[src/sv/lss_pkg.sv]
// Shared widths and codes for the link session supervisor.
// Used by every RTL file and the checker; depends on nothing.
package lss_pkg;

    // Field and datapath widths.
    localparam int REG_W   = 22;
    localparam int TIME_W  = 32;
    localparam int COUNT_W = 16;
    localparam int JIT_W   = REG_W + 1;

    // Jitter is a quarter of the delay, spread over twice that quarter.
    localparam int JITTER_SHIFT = 2;

    // Input actions.
    localparam logic [1:0] ACT_TICK       = 2'd0;
    localparam logic [1:0] ACT_CONNECT    = 2'd1;
    localparam logic [1:0] ACT_DISCONNECT = 2'd2;
    localparam logic [1:0] ACT_EVENT      = 2'd3;

    // Link event kinds, also the bit positions of the pending flags.
    localparam logic [1:0] EV_OPENED = 2'd0;
    localparam logic [1:0] EV_CLOSED = 2'd1;
    localparam logic [1:0] EV_ERROR  = 2'd2;
    localparam logic [1:0] EV_AUTHED = 2'd3;

    // Session phases as reported on the result channel.
    localparam logic [2:0] PH_IDLE    = 3'd0;
    localparam logic [2:0] PH_OPENING = 3'd1;
    localparam logic [2:0] PH_AUTH    = 3'd2;
    localparam logic [2:0] PH_UP      = 3'd3;
    localparam logic [2:0] PH_BACKOFF = 3'd4;

    // Configuration register indexes.
    localparam logic [1:0] REG_BASE = 2'd0;
    localparam logic [1:0] REG_MAX  = 2'd1;
    localparam logic [1:0] REG_AUTH = 2'd2;
    localparam logic [1:0] REG_BEAT = 2'd3;

    // Configuration reset values.
    localparam logic [REG_W-1:0] BASE_RESET = 22'd1000;
    localparam logic [REG_W-1:0] MAX_RESET  = 22'd60000;
    localparam logic [REG_W-1:0] AUTH_RESET = 22'd10000;
    localparam logic [REG_W-1:0] BEAT_RESET = 22'd30000;

endpackage

[src/sv/lss_backoff_dbl.sv]
// Serial back-off doubler: doubles the base delay once per cycle, then clamps.
// Depends on lss_pkg.
module lss_backoff_dbl (
    input  logic                         aclk,
    input  logic                         aresetn,
    input  logic                         start,
    input  logic [lss_pkg::REG_W-1:0]    base_ms,
    input  logic [lss_pkg::REG_W-1:0]    max_ms,
    input  logic [lss_pkg::COUNT_W-1:0]  count,
    output logic                         done,
    output logic [lss_pkg::REG_W-1:0]    backoff_ms
);

    localparam int DW = lss_pkg::REG_W + 1;

    logic [DW-1:0]                b_reg, b_next;
    logic [lss_pkg::COUNT_W-1:0]  cnt_reg, cnt_next;
    logic                         busy_reg, busy_next;
    logic                         done_reg, done_next;
    logic [DW-1:0]                max_ext;

    assign max_ext = {1'b0, max_ms};

    // One doubling per cycle while attempts remain and the delay is below the ceiling.
    // A zero delay never grows, so it stops at once.
    always_comb begin
        b_next    = b_reg;
        cnt_next  = cnt_reg;
        busy_next = busy_reg;
        done_next = 1'b0;
        if (start) begin
            b_next    = {1'b0, base_ms};
            cnt_next  = count;
            busy_next = 1'b1;
        end else if (busy_reg) begin
            if (cnt_reg != '0 && b_reg != '0 && b_reg < max_ext) begin
                b_next   = {b_reg[DW-2:0], 1'b0};
                cnt_next = cnt_reg - 1'b1;
            end else begin
                if (b_reg > max_ext) begin
                    b_next = max_ext;
                end
                busy_next = 1'b0;
                done_next = 1'b1;
            end
        end
    end

    // Control flags.
    always_ff @(posedge aclk) begin
        if (!aresetn) begin
            busy_reg <= 1'b0;
            done_reg <= 1'b0;
        end else begin
            busy_reg <= busy_next;
            done_reg <= done_next;
        end
    end

    // Working value and step count.
    always_ff @(posedge aclk) begin
        b_reg   <= b_next;
        cnt_reg <= cnt_next;
    end

    assign done       = done_reg;
    assign backoff_ms = b_reg[lss_pkg::REG_W-1:0];

endmodule

[src/sv/lss_jitter_div.sv]
// Jittered delay: value - value/4 + (now mod 2*(value/4)), remainder found one bit a cycle.
// Depends on lss_pkg.
module lss_jitter_div (
    input  logic                         aclk,
    input  logic                         aresetn,
    input  logic                         start,
    input  logic [lss_pkg::REG_W-1:0]    value_ms,
    input  logic [lss_pkg::TIME_W-1:0]   now_ms,
    output logic                         done,
    output logic [lss_pkg::JIT_W-1:0]    jitter_ms
);

    localparam int QW = lss_pkg::REG_W - lss_pkg::JITTER_SHIFT;
    localparam int DW = QW + 1;
    localparam int CW = $clog2(lss_pkg::TIME_W);

    typedef enum logic [2:0] {
        JS_IDLE = 3'b001,
        JS_DIV  = 3'b010,
        JS_SUM  = 3'b100
    } jstate_t;

    jstate_t                      state_reg, state_next;
    logic                         done_reg, done_next;
    logic [DW-1:0]                d_reg, d_next;
    logic [lss_pkg::REG_W-1:0]    part_reg, part_next;
    logic [DW-1:0]                rem_reg, rem_next;
    logic [lss_pkg::TIME_W-1:0]   sh_reg, sh_next;
    logic [CW-1:0]                cnt_reg, cnt_next;
    logic [lss_pkg::JIT_W-1:0]    res_reg, res_next;
    logic [QW-1:0]                q;
    logic [DW:0]                  trial;
    logic [DW:0]                  diff;

    assign q     = value_ms[lss_pkg::REG_W-1:lss_pkg::JITTER_SHIFT];
    assign trial = {rem_reg, sh_reg[lss_pkg::TIME_W-1]};
    assign diff  = trial - {1'b0, d_reg};

    // Restoring remainder: shift in one bit of now, subtract the divisor when it fits.
    always_comb begin
        state_next = state_reg;
        done_next  = 1'b0;
        d_next     = d_reg;
        part_next  = part_reg;
        rem_next   = rem_reg;
        sh_next    = sh_reg;
        cnt_next   = cnt_reg;
        res_next   = res_reg;
        case (state_reg)
            JS_IDLE: begin
                if (start) begin
                    if (q == '0) begin
                        // A quarter of zero leaves the delay unjittered.
                        res_next  = {1'b0, value_ms};
                        done_next = 1'b1;
                    end else begin
                        d_next     = {q, 1'b0};
                        part_next  = value_ms - lss_pkg::REG_W'(q);
                        rem_next   = '0;
                        sh_next    = now_ms;
                        cnt_next   = CW'(lss_pkg::TIME_W - 1);
                        state_next = JS_DIV;
                    end
                end
            end
            JS_DIV: begin
                rem_next = diff[DW] ? trial[DW-1:0] : diff[DW-1:0];
                sh_next  = {sh_reg[lss_pkg::TIME_W-2:0], 1'b0};
                cnt_next = cnt_reg - 1'b1;
                if (cnt_reg == '0) begin
                    state_next = JS_SUM;
                end
            end
            JS_SUM: begin
                res_next   = {1'b0, part_reg} + lss_pkg::JIT_W'(rem_reg);
                done_next  = 1'b1;
                state_next = JS_IDLE;
            end
            default: begin
                state_next = JS_IDLE;
            end
        endcase
    end

    // Control state.
    always_ff @(posedge aclk) begin
        if (!aresetn) begin
            state_reg <= JS_IDLE;
            done_reg  <= 1'b0;
        end else begin
            state_reg <= state_next;
            done_reg  <= done_next;
        end
    end

    // Datapath registers.
    always_ff @(posedge aclk) begin
        d_reg    <= d_next;
        part_reg <= part_next;
        rem_reg  <= rem_next;
        sh_reg   <= sh_next;
        cnt_reg  <= cnt_next;
        res_reg  <= res_next;
    end

    assign done      = done_reg;
    assign jitter_ms = res_reg;

endmodule

[src/sv/link_session_supervisor_top.sv]
// Link session supervisor with exponential back-off; uses lss_pkg, lss_backoff_dbl, lss_jitter_div.
// Items that set no deadline by jitter pass from evaluation straight to the result.
// A refused open runs the jitter unit's 32-step bit-serial remainder, skipped for a base under four.
// Entering back-off runs the doubler (at most 22 doublings), then the jitter unit.
// One item at a time; the next is taken the cycle after the result is registered.
// Synchronous active-low reset: phase idle, counters and flags clear, registers to defaults.
module link_session_supervisor_top #(
    parameter int CFG_INDEX_W = 4
) (
    input  logic                         aclk,
    input  logic                         aresetn,
    // Configuration writes.
    input  logic                         cfg_valid,
    output logic                         cfg_ready,
    input  logic [CFG_INDEX_W-1:0]       cfg_index,
    input  logic [lss_pkg::REG_W-1:0]    cfg_data,
    // Input items.
    input  logic                         s_valid,
    output logic                         s_ready,
    input  logic [1:0]                   s_action,
    input  logic [1:0]                   s_event_kind,
    input  logic [lss_pkg::TIME_W-1:0]   s_now_ms,
    input  logic                         s_open_accepted,
    // Result items.
    output logic                         m_valid,
    input  logic                         m_ready,
    output logic [2:0]                   m_session_state,
    output logic                         m_open_request,
    output logic                         m_close_request,
    output logic                         m_auth_request,
    output logic                         m_heartbeat_request,
    output logic [lss_pkg::REG_W-1:0]    m_current_backoff_ms,
    output logic [lss_pkg::COUNT_W-1:0]  m_retry_count
);

    typedef enum logic [4:0] {
        ST_IDLE   = 5'b00001,
        ST_EVAL   = 5'b00010,
        ST_DOUBLE = 5'b00100,
        ST_JITTER = 5'b01000,
        ST_DONE   = 5'b10000
    } state_t;

    typedef enum logic [1:0] {
        JOB_NONE,
        JOB_REJECT,
        JOB_BACKOFF
    } job_t;

    typedef struct packed {
        logic open;
        logic close;
        logic auth;
        logic beat;
    } pulse_t;

    localparam logic [lss_pkg::COUNT_W-1:0] COUNT_MAX = '1;

    function automatic logic [lss_pkg::COUNT_W-1:0] sat_inc(
        input logic [lss_pkg::COUNT_W-1:0] v
    );
        return (v == COUNT_MAX) ? v : v + 1'b1;
    endfunction

    state_t                       state_reg, state_next;

    // Configuration registers.
    logic [lss_pkg::REG_W-1:0]    base_reg, base_next;
    logic [lss_pkg::REG_W-1:0]    max_reg, max_next;
    logic [lss_pkg::REG_W-1:0]    auth_reg, auth_next;
    logic [lss_pkg::REG_W-1:0]    beat_reg, beat_next;

    // Session state.
    logic [2:0]                   phase_reg, phase_next;
    logic [3:0]                   pending_reg, pending_next;
    logic [lss_pkg::TIME_W-1:0]   deadline_reg, deadline_next;
    logic [lss_pkg::TIME_W-1:0]   last_beat_reg, last_beat_next;
    logic [lss_pkg::COUNT_W-1:0]  attempts_reg, attempts_next;
    logic [lss_pkg::REG_W-1:0]    backoff_reg, backoff_next;
    logic                         link_open_reg, link_open_next;
    pulse_t                       pulse_reg, pulse_next;

    // Captured input beat.
    logic [1:0]                   action_reg;
    logic [1:0]                   kind_reg;
    logic [lss_pkg::TIME_W-1:0]   now_reg;
    logic                         acc_reg;
    logic [lss_pkg::TIME_W-1:0]   beat_sum_reg;

    // Output register.
    logic                         m_valid_reg, m_valid_next;
    logic                         out_load;
    logic [2:0]                   out_state_reg;
    pulse_t                       out_pulse_reg;
    logic [lss_pkg::REG_W-1:0]    out_backoff_reg;
    logic [lss_pkg::COUNT_W-1:0]  out_retry_reg;

    // Step evaluation results.
    logic [2:0]                   ev_phase;
    logic [3:0]                   ev_pending;
    logic                         ev_link_open;
    logic [lss_pkg::COUNT_W-1:0]  ev_attempts;
    logic [lss_pkg::REG_W-1:0]    ev_backoff;
    logic [lss_pkg::TIME_W-1:0]   ev_deadline;
    logic [lss_pkg::TIME_W-1:0]   ev_last_beat;
    pulse_t                       ev_pulse;
    job_t                         ev_job;
    logic                         ev_open;
    logic                         ev_fail1;
    logic                         ev_fail2;

    logic [lss_pkg::TIME_W-1:0]   dl_diff;
    logic [lss_pkg::TIME_W-1:0]   hb_diff;
    logic                         dl_passed;
    logic                         hb_passed;
    logic                         fail_pending;
    logic                         zero_backoff;

    // Serial units.
    logic                         dbl_start;
    logic                         dbl_done;
    logic [lss_pkg::REG_W-1:0]    dbl_backoff;
    logic                         jit_start;
    logic [lss_pkg::REG_W-1:0]    jit_value;
    logic                         jit_done;
    logic [lss_pkg::JIT_W-1:0]    jit_ms;

    lss_backoff_dbl u_dbl (
        .aclk       (aclk),
        .aresetn    (aresetn),
        .start      (dbl_start),
        .base_ms    (base_reg),
        .max_ms     (max_reg),
        .count      (ev_attempts),
        .done       (dbl_done),
        .backoff_ms (dbl_backoff)
    );

    lss_jitter_div u_jit (
        .aclk      (aclk),
        .aresetn   (aresetn),
        .start     (jit_start),
        .value_ms  (jit_value),
        .now_ms    (now_reg),
        .done      (jit_done),
        .jitter_ms (jit_ms)
    );

    assign jit_value = (state_reg == ST_DOUBLE) ? dbl_backoff : base_reg;

    // Wrap-safe deadline tests: passed when the difference is not negative.
    assign dl_diff      = now_reg - deadline_reg;
    assign hb_diff      = now_reg - beat_sum_reg;
    assign dl_passed    = ~dl_diff[lss_pkg::TIME_W-1];
    assign hb_passed    = ~hb_diff[lss_pkg::TIME_W-1];
    assign fail_pending = pending_reg[lss_pkg::EV_CLOSED] | pending_reg[lss_pkg::EV_ERROR];
    // The doubled and clamped delay is zero exactly when base or ceiling is zero.
    assign zero_backoff = (base_reg == '0) || (max_reg == '0);

    // Evaluate one step of the session against the captured beat.
    always_comb begin
        ev_phase     = phase_reg;
        ev_pending   = pending_reg;
        ev_link_open = link_open_reg;
        ev_attempts  = attempts_reg;
        ev_backoff   = backoff_reg;
        ev_deadline  = deadline_reg;
        ev_last_beat = last_beat_reg;
        ev_pulse     = '0;
        ev_job       = JOB_NONE;
        ev_open      = 1'b0;
        ev_fail1     = 1'b0;
        ev_fail2     = 1'b0;
        case (action_reg)
            lss_pkg::ACT_TICK: begin
                case (phase_reg)
                    lss_pkg::PH_OPENING: begin
                        if (pending_reg[lss_pkg::EV_OPENED]) begin
                            ev_pending[lss_pkg::EV_OPENED] = 1'b0;
                            ev_phase      = lss_pkg::PH_AUTH;
                            ev_deadline   = now_reg + lss_pkg::TIME_W'(auth_reg);
                            ev_pulse.auth = 1'b1;
                        end
                        if (fail_pending) begin
                            ev_pending[lss_pkg::EV_CLOSED] = 1'b0;
                            ev_pending[lss_pkg::EV_ERROR]  = 1'b0;
                            ev_fail1 = 1'b1;
                        end
                    end
                    lss_pkg::PH_AUTH: begin
                        if (pending_reg[lss_pkg::EV_AUTHED]) begin
                            ev_pending[lss_pkg::EV_AUTHED] = 1'b0;
                            ev_phase     = lss_pkg::PH_UP;
                            ev_last_beat = now_reg;
                            ev_attempts  = '0;
                            ev_backoff   = '0;
                        end
                        if (fail_pending) begin
                            ev_pending[lss_pkg::EV_CLOSED] = 1'b0;
                            ev_pending[lss_pkg::EV_ERROR]  = 1'b0;
                            ev_fail1 = 1'b1;
                        end
                        // After a failure the fresh deadline has passed only for a zero delay.
                        if (fail_pending ? zero_backoff : dl_passed) begin
                            ev_fail2 = 1'b1;
                        end
                    end
                    lss_pkg::PH_UP: begin
                        if (fail_pending) begin
                            ev_pending[lss_pkg::EV_CLOSED] = 1'b0;
                            ev_pending[lss_pkg::EV_ERROR]  = 1'b0;
                            ev_fail1 = 1'b1;
                        end else if (hb_passed) begin
                            ev_pulse.beat = 1'b1;
                            ev_last_beat  = now_reg;
                        end
                    end
                    lss_pkg::PH_BACKOFF: begin
                        if (dl_passed) begin
                            ev_open = 1'b1;
                        end
                    end
                    default: begin
                    end
                endcase
            end
            lss_pkg::ACT_CONNECT: begin
                ev_open = 1'b1;
            end
            lss_pkg::ACT_DISCONNECT: begin
                if (link_open_reg) begin
                    ev_pulse.close = 1'b1;
                end
                ev_link_open = 1'b0;
                ev_phase     = lss_pkg::PH_IDLE;
                ev_pending   = '0;
            end
            default: begin
                ev_pending = pending_reg | (4'b0001 << kind_reg);
            end
        endcase

        // Back-off entry, once or twice in one step.
        if (ev_fail1 || ev_fail2) begin
            if (ev_link_open) begin
                ev_pulse.close = 1'b1;
            end
            ev_link_open = 1'b0;
            ev_phase     = lss_pkg::PH_BACKOFF;
            ev_job       = JOB_BACKOFF;
        end
        if (ev_fail1) begin
            ev_attempts = sat_inc(ev_attempts);
        end
        if (ev_fail2) begin
            ev_attempts = sat_inc(ev_attempts);
        end

        // Open attempt.
        if (ev_open) begin
            ev_pending = '0;
            if (ev_link_open) begin
                ev_pulse.close = 1'b1;
            end
            if (acc_reg) begin
                ev_phase      = lss_pkg::PH_OPENING;
                ev_link_open  = 1'b1;
                ev_pulse.open = 1'b1;
            end else begin
                ev_link_open = 1'b0;
                ev_phase     = lss_pkg::PH_BACKOFF;
                ev_job       = JOB_REJECT;
            end
        end
    end

    // Sequencer and register updates.
    always_comb begin
        state_next     = state_reg;
        base_next      = base_reg;
        max_next       = max_reg;
        auth_next      = auth_reg;
        beat_next      = beat_reg;
        phase_next     = phase_reg;
        pending_next   = pending_reg;
        deadline_next  = deadline_reg;
        last_beat_next = last_beat_reg;
        attempts_next  = attempts_reg;
        backoff_next   = backoff_reg;
        link_open_next = link_open_reg;
        pulse_next     = pulse_reg;
        dbl_start      = 1'b0;
        jit_start      = 1'b0;
        out_load       = 1'b0;

        // Configuration beats.
        if (cfg_valid) begin
            case (cfg_index)
                CFG_INDEX_W'(lss_pkg::REG_BASE): base_next = cfg_data;
                CFG_INDEX_W'(lss_pkg::REG_MAX):  max_next  = cfg_data;
                CFG_INDEX_W'(lss_pkg::REG_AUTH): auth_next = cfg_data;
                CFG_INDEX_W'(lss_pkg::REG_BEAT): beat_next = cfg_data;
                default: begin
                end
            endcase
        end

        case (state_reg)
            ST_IDLE: begin
                if (s_valid) begin
                    state_next = ST_EVAL;
                end
            end
            ST_EVAL: begin
                phase_next     = ev_phase;
                pending_next   = ev_pending;
                deadline_next  = ev_deadline;
                last_beat_next = ev_last_beat;
                attempts_next  = ev_attempts;
                backoff_next   = ev_backoff;
                link_open_next = ev_link_open;
                pulse_next     = ev_pulse;
                case (ev_job)
                    JOB_BACKOFF: begin
                        dbl_start  = 1'b1;
                        state_next = ST_DOUBLE;
                    end
                    JOB_REJECT: begin
                        jit_start  = 1'b1;
                        state_next = ST_JITTER;
                    end
                    default: begin
                        state_next = ST_DONE;
                    end
                endcase
            end
            ST_DOUBLE: begin
                if (dbl_done) begin
                    backoff_next = dbl_backoff;
                    jit_start    = 1'b1;
                    state_next   = ST_JITTER;
                end
            end
            ST_JITTER: begin
                if (jit_done) begin
                    deadline_next = now_reg + lss_pkg::TIME_W'(jit_ms);
                    state_next    = ST_DONE;
                end
            end
            ST_DONE: begin
                if (!m_valid_reg || m_ready) begin
                    out_load   = 1'b1;
                    state_next = ST_IDLE;
                end
            end
            default: begin
                state_next = ST_IDLE;
            end
        endcase
    end

    // Output valid: set on load, cleared when the beat is taken.
    always_comb begin
        m_valid_next = m_valid_reg;
        if (out_load) begin
            m_valid_next = 1'b1;
        end else if (m_ready) begin
            m_valid_next = 1'b0;
        end
    end

    // Control and session state.
    always_ff @(posedge aclk) begin
        if (!aresetn) begin
            state_reg     <= ST_IDLE;
            m_valid_reg   <= 1'b0;
            base_reg      <= lss_pkg::BASE_RESET;
            max_reg       <= lss_pkg::MAX_RESET;
            auth_reg      <= lss_pkg::AUTH_RESET;
            beat_reg      <= lss_pkg::BEAT_RESET;
            phase_reg     <= lss_pkg::PH_IDLE;
            pending_reg   <= '0;
            deadline_reg  <= '0;
            last_beat_reg <= '0;
            attempts_reg  <= '0;
            backoff_reg   <= '0;
            link_open_reg <= 1'b0;
            pulse_reg     <= '0;
        end else begin
            state_reg     <= state_next;
            m_valid_reg   <= m_valid_next;
            base_reg      <= base_next;
            max_reg       <= max_next;
            auth_reg      <= auth_next;
            beat_reg      <= beat_next;
            phase_reg     <= phase_next;
            pending_reg   <= pending_next;
            deadline_reg  <= deadline_next;
            last_beat_reg <= last_beat_next;
            attempts_reg  <= attempts_next;
            backoff_reg   <= backoff_next;
            link_open_reg <= link_open_next;
            pulse_reg     <= pulse_next;
        end
    end

    // Capture the input beat and the heartbeat due time.
    always_ff @(posedge aclk) begin
        if (s_valid && s_ready) begin
            action_reg   <= s_action;
            kind_reg     <= s_event_kind;
            now_reg      <= s_now_ms;
            acc_reg      <= s_open_accepted;
            beat_sum_reg <= last_beat_reg + lss_pkg::TIME_W'(beat_reg);
        end
    end

    // Result payload.
    always_ff @(posedge aclk) begin
        if (out_load) begin
            out_state_reg   <= phase_reg;
            out_pulse_reg   <= pulse_reg;
            out_backoff_reg <= backoff_reg;
            out_retry_reg   <= attempts_reg;
        end
    end

    assign cfg_ready            = 1'b1;
    assign s_ready              = (state_reg == ST_IDLE);
    assign m_valid              = m_valid_reg;
    assign m_session_state      = out_state_reg;
    assign m_open_request       = out_pulse_reg.open;
    assign m_close_request      = out_pulse_reg.close;
    assign m_auth_request       = out_pulse_reg.auth;
    assign m_heartbeat_request  = out_pulse_reg.beat;
    assign m_current_backoff_ms = out_backoff_reg;
    assign m_retry_count        = out_retry_reg;

endmodule

[config.mk]
export PLATFORM = sky130hd
export DESIGN_NAME = link_session_supervisor_top
export DESIGN_NICKNAME = d
export VERILOG_FILES = /design/src/sv/lss_pkg.sv /design/src/sv/lss_backoff_dbl.sv /design/src/sv/lss_jitter_div.sv /design/src/sv/link_session_supervisor_top.sv
export SDC_FILE = /design/constraint.sdc
export NUM_CORES = 1
export LEC_CHECK = 0
export ABC_AREA = 1
export BUFFER_PORTS_ARGS = -buffer_cell sky130_fd_sc_hd__buf_4
export CAP_MARGIN = 25
export CELL_PAD_IN_SITES_DETAIL_PLACEMENT = 0
export CELL_PAD_IN_SITES_GLOBAL_PLACEMENT = 2
export CORE_ASPECT_RATIO = 1.2
export CORE_MARGIN = 1
export CORE_UTILIZATION = 24
export CTS_CLUSTER_SIZE = 24
export DETAILED_ROUTE_END_ITERATION = 8
export PLACE_DENSITY = 0.58
export SYNTH_ARGS = -nofsm -noshare
export SYNTH_HDL_FRONTEND = slang
export SYNTH_SLANG_ARGS = --single-unit
export TNS_END_PERCENT = 30
[constraint.sdc]
create_clock -name aclk -period 8.36 [get_ports aclk]
set_input_delay 2.09 -clock aclk [delete_from_list [all_inputs] [get_ports aclk]]
set_output_delay 2.09 -clock aclk [all_outputs]
set_load 0.005 [all_outputs]
==> results of run 1 <==
-- cells in the final DEF, fill, tap and decap left out, drive strengths merged, types with 8 or more instances in the layout --
cell,synthesis,final
dfxtp,215,215
o221ai,8,8
o21a,12,12
xor2,70,70
clkbuf,89,86
a31oi,17,17
nor4,22,22
xnor2,44,44
nand3,170,170
nand3b,8,8
or2,8,8
nand2,617,617
nand4,41,41
o21ai,311,311
clkinv,0,20
nor3,37,37
a21oi,365,365
buf,22,153
ha,192,192
o211ai,14,14
inv,454,454
edfxtp,275,275
a21boi,9,9
nor2,248,248
a22oi,21,21
-- report_power, final --
group / switching (µW) / internal [µW] / leakage, µW
sequential: 38.2 / 2600 / 0.00425
combinational: 304 / 153 / 0.00822
clock: 1160 / 1630 / 0.00101
total: 1500 / 4380 / 0.0135
-- through the flow --
| step | instances | worst slack [ns] | area [µm²] | total power (µW) |
|---|---|---|---|---|
| global placement | 4862 | 3.74 | 30100 | 3150 |
| global route | 4986 | 3.18 | 32300 | 6130 |
| detailed placement | 4867 | 3.71 | 30200 | 3150 |
| finish | 4987 | 3.74 | 32300 | 5880 |
| CTS | 4983 | 3.62 | 32300 | 6000 |
| floorplan | 3319 | 2.84 | 27500 | 2950 |
-- routing by layer --
metal	share of wire [%]	up-vias	GRT usage (%)
met3	2.7	110	2.06
met1	44	10600	20.4
met5	0	-	0
met2	51	273	30.2
met4	2.8	0	4.93
li1	-	11500	-
-- how the worst max path moves through the flow --
| stage | start | to | slack [ns] | depth (start not counted) |
|---|---|---|---|---|
| 2_1_floorplan | s_valid | acc_reg | 2.84 | 2 |
| 3_3_place_gp | now_reg[28] | u_dbl.cnt_reg[7] | 3.74 | 16 |
| 3_5_place_dp | now_reg[28] | u_dbl.cnt_reg[7] | 3.71 | 16 |
| 4_1_cts | now_reg[28] | u_dbl.cnt_reg[7] | 3.62 | 16 |
| 5_1_grt | now_reg[26] | u_dbl.cnt_reg[7] | 3.18 | 14 |
| 6_report | now_reg[28] | u_dbl.cnt_reg[7] | 3.74 | 14 |
-- cell type report --
class / instances / share of cell area [%]
Antenna cell: 1 / 0.00774
Clock buffer: 84 / 5.21
Clock inverter: 32 / 1.27
Inverter: 454 / 5.27
Multi-Input combinational cell: 2264 / 39.8
Sequential cell: 490 / 38.8
Tap cell: 1507 / 5.83
Timing Repair Buffer: 155 / 3.78
-- kinds of logic (layout without fill, tap and decap cells) --
| logic type | after synthesis | count (layout) | synth area share, % |
|---|---|---|---|
| simple gates | 1159 | 1159 | 18.3 |
| xor+xnor | 114 | 114 | 3.63 |
| other cells | 1 | 2 | 0.0136 |
| fa+ha+maj | 197 | 197 | 9.09 |
| buf+inv | 565 | 725 | 7.86 |
| compound gates | 793 | 793 | 15.4 |
| flops | 490 | 490 | 45.6 |
==> results.yml, run 1 <==
outcome:
  status: "complete, no violations"
synthesis:
  netlist_area_mm2: 0.0275
  yosysMostFrequentCell: "nand2_1"
  ys_warn_count: 0
  synthesis.nets: 3584
  synthDistinctLibCells: 54
  ys_top_cells_by_count: "nand2_1, inv_1, a21oi_1, o21ai_0, edfxtp_1"
  yosys.area.top_type: "edfxtp_1"
  synthArstFlopShare_pct: 0
  post_synth.cell_area_avg_um2: 8.29
  synth_top_cell_area_share_pct: 30.0
  synthFlopType: "edfxtp_1"
  ys_seq_area_share_pct: 45.6
  synth_edf_count: 275
  syn_inst: 3319
  synth_seq_cells: 490
  yosys-top-cells-area: "edfxtp_1, dfxtp_1, ha_1"
final_layout:
  syn_to_final_growth_pct: 17.5
  fin_nets: 3691
  fillCellCount: 12300
  drive_gt1_share_pct: 9.23
  final_core_util_pct: 28.5
  multi_input_area_mm2: 0.0129
  seqCellArea_mm2: 0.0126
floorplanning:
  die-area_mm2: 0.116
  die_w_um: 311
  rows: 135
  start_util_pct: 24.3
  fp.dieH_um: 373
  core_area_mm2: 0.113
  num_io_pins: 116
clocking:
  worst_skew_pair.late_latency_ns: 0.71
  clock_sinks: 490
  cts_buffer_depth: 3
  clk_pin_slew_ns: 0.06
  hold_buffers: 0
  cts_root_buf: "clkbuf_16"
  cts_tree: "yes"
  h-tree-depth: 2
  cts_made_buffers: 61
  cts_resized: 0
  postCtsSetupRepairBufs: 0
setup_path:
  critPathTopFamily: "simple AND/OR/NAND/NOR gates"
  cp_common_cell: "nand2_1"
  rrSetupSlack_ns: 3.74
  critical_path_class: "reg2reg"
  reg2reg_depth: 14
  max_stage_delay_ns: 0.68
  startpoint_type: "register"
  r2r-end: "u_dbl.cnt_reg[7]"
  cp.buffers_inverters: 3
  path_cells: "ha_1 > a21oi_1 > o21ai_0 > a21o_1 > nor2_1 > nand3b_1 > nand3_1 > nand2_1 > nand2_1 > inv_1 > nor2_4 > buf_4 > inv_1 > nand2_1"
  crit_required_ns: 8.64
  critPathArrivalTime_ns: 4.90
  r2r_start: "now_reg[28]"
  endpoint_kind: "register"
  cp_max_fo: 56
  crit_path_top_delay_cell: "nand2_1"
sta:
  setup_viol: 0
  fmax_mhz: 217
  period_needed_ns: 4.62
  relSlewSlack_pct: 28.4
  holdWs_ns: 0.424
  finalHoldViolCount: 0
  max_slew.worst_pin.slew_ns: 1.06
  rsz0062_at_grt: "false"
  drv_slew: 0
  fin_setup_tns_ns: 0
  fin_crit_sh_pct: 55.2
  fin_skew_ns: 0.0624
global_routing:
  grt_max_degree: 86
  grt_usage_pct: 16.7
  grt_pass1_vias: 22700
  overflow: 0
  grt_pass1_wl_um: 146000
  antenna_found_initial: 6
route:
  ant_nets: 0
  post_drt_wl_per_cell_um: 19.6
  dr.pass1.iters: 5
  drt-total-wl_um: 97800
  dr.first_iter.drc_count: 1205
  drc: 0
  via_per_inst: 4.50
  vias: 22400
min_path:
  hold_path.class: "reg2reg"
  holdPathEnd: "m_current_backoff_ms[0]"
  min_from: "backoff_reg[0]"
  min_path_cells: 0
power:
  peakVddDrop_v: 0.000175
  power_leakage_uw: 0.0135
  p_per_area_mw_per_mm2: 182
placement:
  io_buffers: 114
  dpl.hpwl_um: 74100
  place.gp.congestion: 0.789
job:
  maxCapViolations: 0
No activity file was read; power rests on OpenSTA's default activity.
==> run 2, diff against run 1 <==
--- a/config.mk
+++ b/config.mk
@@ -5,7 +5,7 @@
 export SDC_FILE = /design/constraint.sdc
 export NUM_CORES = 1
 export LEC_CHECK = 0
-export ABC_AREA = 1
+export ABC_AREA = 0
 export BUFFER_PORTS_ARGS = -buffer_cell sky130_fd_sc_hd__buf_4
 export CAP_MARGIN = 25
 export CELL_PAD_IN_SITES_DETAIL_PLACEMENT = 0
@@ -15,7 +15,7 @@
 export CORE_UTILIZATION = 24
 export CTS_CLUSTER_SIZE = 24
 export DETAILED_ROUTE_END_ITERATION = 8
-export PLACE_DENSITY = 0.58
+export PLACE_DENSITY = 0.56
 export SYNTH_ARGS = -nofsm -noshare
 export SYNTH_HDL_FRONTEND = slang
 export SYNTH_SLANG_ARGS = --single-unit
==> constraint.sdc (replaced) <==
create_clock -name aclk -period 4.8 [get_ports aclk]
set_input_delay 1.2 -clock aclk [delete_from_list [all_inputs] [get_ports aclk]]
set_output_delay 1.2 -clock aclk [all_outputs]
set_load 0.005 [all_outputs]
==> run 2 against run 1 <==
  * Sequential power grew 78%
  * Via count shrank 3.5%
  * Core utilization grew 0.54 points
  * Combinational power grew 130%
  * Synthesized area shrank 1.5%
  * Count of clock-buffer cells in the layout grew 4
  * Setup slack lost 3.4 ns
  * Synthesized cell count shrank 12%
  * Flip-flop and latch count is the same
  * Hold slack gained 0.0056 ns
==> results.yml, run 2 <==
clocking:
  cts_buffer_depth: 3
  clock_sinks: 490
  clk_pin_slew_ns: 0.06
  worst_skew_pair.late_latency_ns: 0.65
  cts_made_buffers: 67
  h-tree-depth: 3
  postCtsSetupRepairBufs: 0
  hold_buffers: 0
  cts_root_buf: "clkbuf_16"
  cts_tree: "yes"
route:
  ant_nets: 0
  drt-total-wl_um: 92200
  dr.pass1.iters: 5
  vias: 21600
  dr.first_iter.drc_count: 1174
  post_drt_wl_per_cell_um: 19.9
  drc: 0
  via_per_inst: 4.67
global_routing:
  overflow: 0
  grt_usage_pct: 16.2
  antenna_found_initial: 2
  met1_usage_pct: 21.8
  met2_usage_pct: 26.9
  grt_most_used_layer: "met2"
  met3_usage_pct: 2.07
  grt_pass1_wl_um: 140000
  grt_pass1_vias: 21900
  grt_max_degree: 120
final_layout:
  final_cell_mix: "nand2_1, edfxtp_1, a21oi_1"
  syn_to_final_growth_pct: 19.8
  drive_gt1_share_pct: 11.3
  n_antenna_cell: 0
  fillCellCount: 11800
  fin_nets: 3348
  final_common_cell: "nand2_1"
  fin_cells: 4634
sta:
  setup_viol: 0
  fin_crit_sh_pct: 92.1
  finalHoldViolCount: 0
  drv_slew: 0
  relSlewSlack_pct: 32.3
  rsz0062_at_grt: "false"
  fmax_mhz: 226
  post-route-worst-setup-slack_ns: 0.379
  max_slew.worst_pin.slew_ns: 1.02
  fin_skew_ns: 0.0425
  period_needed_ns: 4.42
placement:
  io_buffers: 114
  place.gp.congestion: 0.830
  dp_cells: 4509
  pre_cts_slack_ns: -0.0583
  dpl.hpwl_um: 68200
synthesis:
  yosysMostFrequentCell: "nand2_1"
  syn_inst: 2918
  ys_warn_count: 0
  synth_edf_count: 275
  yosys.area.top_type: "edfxtp_1"
  synthArstFlopShare_pct: 0
  yosys-top-cells-area: "edfxtp_1, dfxtp_1, ha_1"
  ys_seq_area_share_pct: 46.3
  ys_top_cells_by_count: "nand2_1, edfxtp_1, a21oi_1, dfxtp_1, ha_1"
  synth_seq_cells: 490
  synth_top_cell_area_share_pct: 30.5
  netlist_area_mm2: 0.0271
  post_synth.cell_area_avg_um2: 9.29
  synthesis.nets: 3183
  synthFlopType: "edfxtp_1"
  synthDistinctLibCells: 76
min_path:
  min_path_cells: 0
  min_from: "backoff_reg[0]"
  holdPathEnd: "m_current_backoff_ms[0]"
  hold_path.class: "reg2reg"
outcome:
  status: "complete, no violations"
setup_path:
  critPathTopFamily: "compound AO/OA/AOI/OAI gates"
  critical_path_class: "reg2reg"
  cp-startpoint: "now_reg[29]"
  max_stage_delay_ns: 0.56
  critPathArrivalTime_ns: 4.68
  path_cells: "ha_1 > nand4_1 > nor4_4 > a21bo_2 > o21ba_2 > xnor2_1 > o22ai_1 > a32o_1 > nand4_1 > nand2_2 > buf_4"
  rrSetupSlack_ns: 0.38
  startpoint_type: "register"
  cp_common_cell: "nand4_1"
  cp.buffers_inverters: 1
  endpoint_kind: "register"
  reg2reg_depth: 11
  crit_required_ns: 5.06
  crit_path_top_delay_cell: "edfxtp_1"
  r2r_start: "now_reg[29]"
  cp_max_fo: 37
  cp.depth: 11
  r2r-end: "u_jit.sh_reg[27]"
power:
  peakVddDrop_v: 0.000235
  p_per_area_mw_per_mm2: 335
  power_leakage_uw: 0.0128
floorplanning:
  core_area_mm2: 0.112
  start_util_pct: 24.3
  num_io_pins: 116
  fp.dieH_um: 370
  die-area_mm2: 0.114
  die_w_um: 309
  rows: 134
job:
  maxCapViolations: 0
==> run 2: cell families after synthesis <==
| logic type | synth area share (%) |
|---|---|
| simple gates | 18.7 |
| fa+ha+maj | 9.23 |
| compound gates | 13.8 |
| flops | 46.3 |
| mux | 3.90 |
| xor+xnor | 4.10 |
| buf+inv | 3.97 |
| other cells | 0.0138 |
==> run 2: per-stage QoR <==
stage / TNS (ns) / area (µm²) / utilization [%] / hold slack, ns / power (µW)
floorplan: 0 / 27100 / - / 0.406 / 5390
global placement: -0.357 / 30200 / 27.1 / 0.421 / 5840
detailed placement: -1.80 / 30200 / 27.1 / 0.416 / 5850
CTS: 0 / 32500 / 29.1 / 0.435 / 11100
global route: 0 / 32500 / 29.1 / 0.449 / 11400
finish: 0 / 32500 / 29.1 / 0.429 / 10900
==> run 2: where the power goes <==
part / internal (µW) / switching (µW)
Sequential: 4560 / 110
Clock: 3090 / 2050
Combinational: 407 / 663
Total: 8060 / 2830
==> run 2: routing by layer <==
metal  vias up  routed length [µm]  share of wire [%]
li1      10700                   -                  -
met1     10500               44300                 48
met2       342               43200                 47
met3       105                2720                2.9
met4         0                1940                2.1
met5         -                   0                  0
==> run 2: repair_timing <==
action,CTS,global route
pin swaps,0,0
endpoints found under the setup margin,37,34
gates resized for setup,1,1
gates cloned,0,0
==> run 2: worst max-delay path by stage <==
stage | to | slack (ns)
finish | u_jit.sh_reg[27] | 0.38
detailed placement | u_jit.sh_reg[27] | -0.06
CTS | u_jit.sh_reg[8] | 0.19
floorplan | u_jit.part_reg[21] | 0.01
global route | u_dbl.cnt_reg[10] | 0.02
global placement | u_jit.sh_reg[28] | -0.02
==> run 2: area by class of cell <==
class / count / area [µm²] / share of cell area [%]
multi-input combinational: 2149 / 13600 / 41.8
sequential: 490 / 12600 / 38.7
tap: 1496 / 1870 / 5.76
clock buffer: 88 / 1840 / 5.66
timing repair buffer: 204 / 1580 / 4.85
inverter: 171 / 644 / 1.98
clock inverter: 36 / 402 / 1.24
==> run 3, diff against run 2 <==
--- a/config.mk
+++ b/config.mk
@@ -15,7 +15,7 @@
 export CORE_UTILIZATION = 24
 export CTS_CLUSTER_SIZE = 24
 export DETAILED_ROUTE_END_ITERATION = 8
-export PLACE_DENSITY = 0.56
+export PLACE_DENSITY_LB_ADDON = 0.1
 export SYNTH_ARGS = -nofsm -noshare
 export SYNTH_HDL_FRONTEND = slang
 export SYNTH_SLANG_ARGS = --single-unit
==> run 3 against run 2 <==
  * First-iteration DRC count is 12% higher
  * Power is 1.7% lower
  * Final area is 0.25% lower
  * Non-clock buffer count is 3 lower
==> results.yml, run 3 (synthesis results as in run 2) <==
clocking:
  h-tree-depth: 3
  cts_buffer_depth: 3
  hold_buffers: 0
  clk_pin_slew_ns: 0.06
  cts_root_buf: "clkbuf_16"
  clock_sinks: 490
  cts_made_buffers: 66
  cts_tree: "yes"
  worst_skew_pair.late_latency_ns: 0.64
floorplanning:
  fp.dieH_um: 370
  start_util_pct: 24.3
  core_area_mm2: 0.112
  rows: 134
  die-area_mm2: 0.114
  num_io_pins: 116
  die_w_um: 309
final_layout:
  fin_cells: 4630
  final_area_mm2: 0.0324
  final_common_cell: "nand2_1"
  drive_gt1_share_pct: 11.3
  syn_to_final_growth_pct: 19.5
  fin_nets: 3344
  final_cell_mix: "nand2_1, edfxtp_1, a21oi_1"
global_routing:
  grt_pass1_wl_um: 144000
  overflow: 0
  grt_usage_pct: 16.9
  antenna_found_initial: 1
  grt_pass1_vias: 21800
  grt_max_degree: 70
sta:
  finalHoldViolCount: 0
  max_slew.worst_pin.slew_ns: 0.964
  drv_slew: 0
  setup_viol: 0
  period_needed_ns: 4.43
  rsz0062_at_grt: "false"
  relSlewSlack_pct: 35.3
  fin_crit_sh_pct: 92.3
  holdWs_ns: 0.431
  fin_skew_ns: 0.0374
  fin_setup_tns_ns: 0
  fmax_mhz: 226
setup_path:
  endpoint_kind: "register"
  cp_max_fo: 17
  critical_path_class: "reg2reg"
  critPathArrivalTime_ns: 4.81
  startpoint_type: "register"
  crit_required_ns: 5.18
power:
  p_per_area_mw_per_mm2: 330
  power_leakage_uw: 0.0127
  peakVddDrop_v: 0.000208
  design_power_total_uw: 10700
route:
  ant_nets: 0
  post_drt_wl_per_cell_um: 20.9
  dr.first_iter.drc_count: 1311
  drt-total-wl_um: 96700
  dr.pass1.iters: 5
  via_per_inst: 4.70
  drc: 0
  vias: 21800
placement:
  place.gp.congestion: 0.813
  io_buffers: 114
  dp_cells: 4506
  dpl.hpwl_um: 71200
  dpl_cell_area_mm2: 0.0302
job:
  maxCapViolations: 0
min_path:
  hold_path.class: "reg2reg"
outcome:
  status: "complete, no violations"
[run 3: changes by cell type in the layout (fill, tap and decap cells not counted), sizes merged]
cell      change
bufinv        -3
clkinvlp      +3
clkbuf        -1
inv           +1
diode         +1
clkinv        -2
buf           -3
[run 3: final timing paths]
path                              startpoint            endpoint  slack [ns]  cells after the start
worst max-delay path            state_reg[4]  u_jit.part_reg[21]        0.37                     16
worst min-delay path            pulse_reg[3]      m_open_request        0.43                      0
worst max register to register  state_reg[4]  u_jit.part_reg[21]        0.37                     16
worst min register to register  pulse_reg[3]      m_open_request        0.43                      0
[run 3: cell type report]
cell class                      count  area [µm²]
Clock inverter                     35         320
Fill cell                       11900       79300
Clock buffer                       87        1800
Multi-Input combinational cell   2149       13600
Timing Repair Buffer              201        1600
Tap cell                         1496        1870
Sequential cell                   490       12600
Inverter                          171         644
Antenna cell                        1        2.50
[run 3: timing repair]
| item | CTS | global route |
|---|---|---|
| setup endpoints to repair | 0 | 7 |
| hold endpoints to repair | 0 | 0 |
| buffers inserted | 0 | 0 |
| resized for setup | 0 | 4 |
[run 3: stage by stage]
stage / utilization (%) / setup slack, ns
after floorplan: - / 0.0136
after global placement: 27.1 / 0.247
after detailed placement: 27.1 / 0.159
after CTS: 29.0 / 0.127
after global routing: 29.0 / 0.0671
final: 29.0 / 0.370
[run 3: power breakdown]
| group | total (µW) | internal [µW] | leakage, µW | switching, µW |
|---|---|---|---|---|
| Clock | 4950 | 2880 | 0.00102 | 2070 |
| Combinational | 1060 | 408 | 0.00747 | 655 |
| Sequential | 4690 | 4560 | 0.00419 | 131 |
[run 3: worst max-delay path, stage by stage (launching register included)]
cell	delay, ns
dfxtp_1	0.34
or3_1	0.43
nor3b_2	0.34
buf_12	0.23
mux2i_2	0.36
inv_1	0.24
ha_1	0.40
a21o_1	0.17
nand2_1	0.12
a31oi_1	0.11
o2111ai_1	0.36
a311oi_1	0.16
o21a_1	0.22
o21ai_0	0.18
a21oi_1	0.13
a211oi_1	0.29
xnor2_1	0.09
[run 3: routing by layer]
metal  vias up  track usage, %  wire length, µm
met3       108            2.40             3770
met4         0            5.51             2510
met1     10500            23.0            45900
met5         -               0                0
met2       422            27.4            44500
li1      10700               -                -
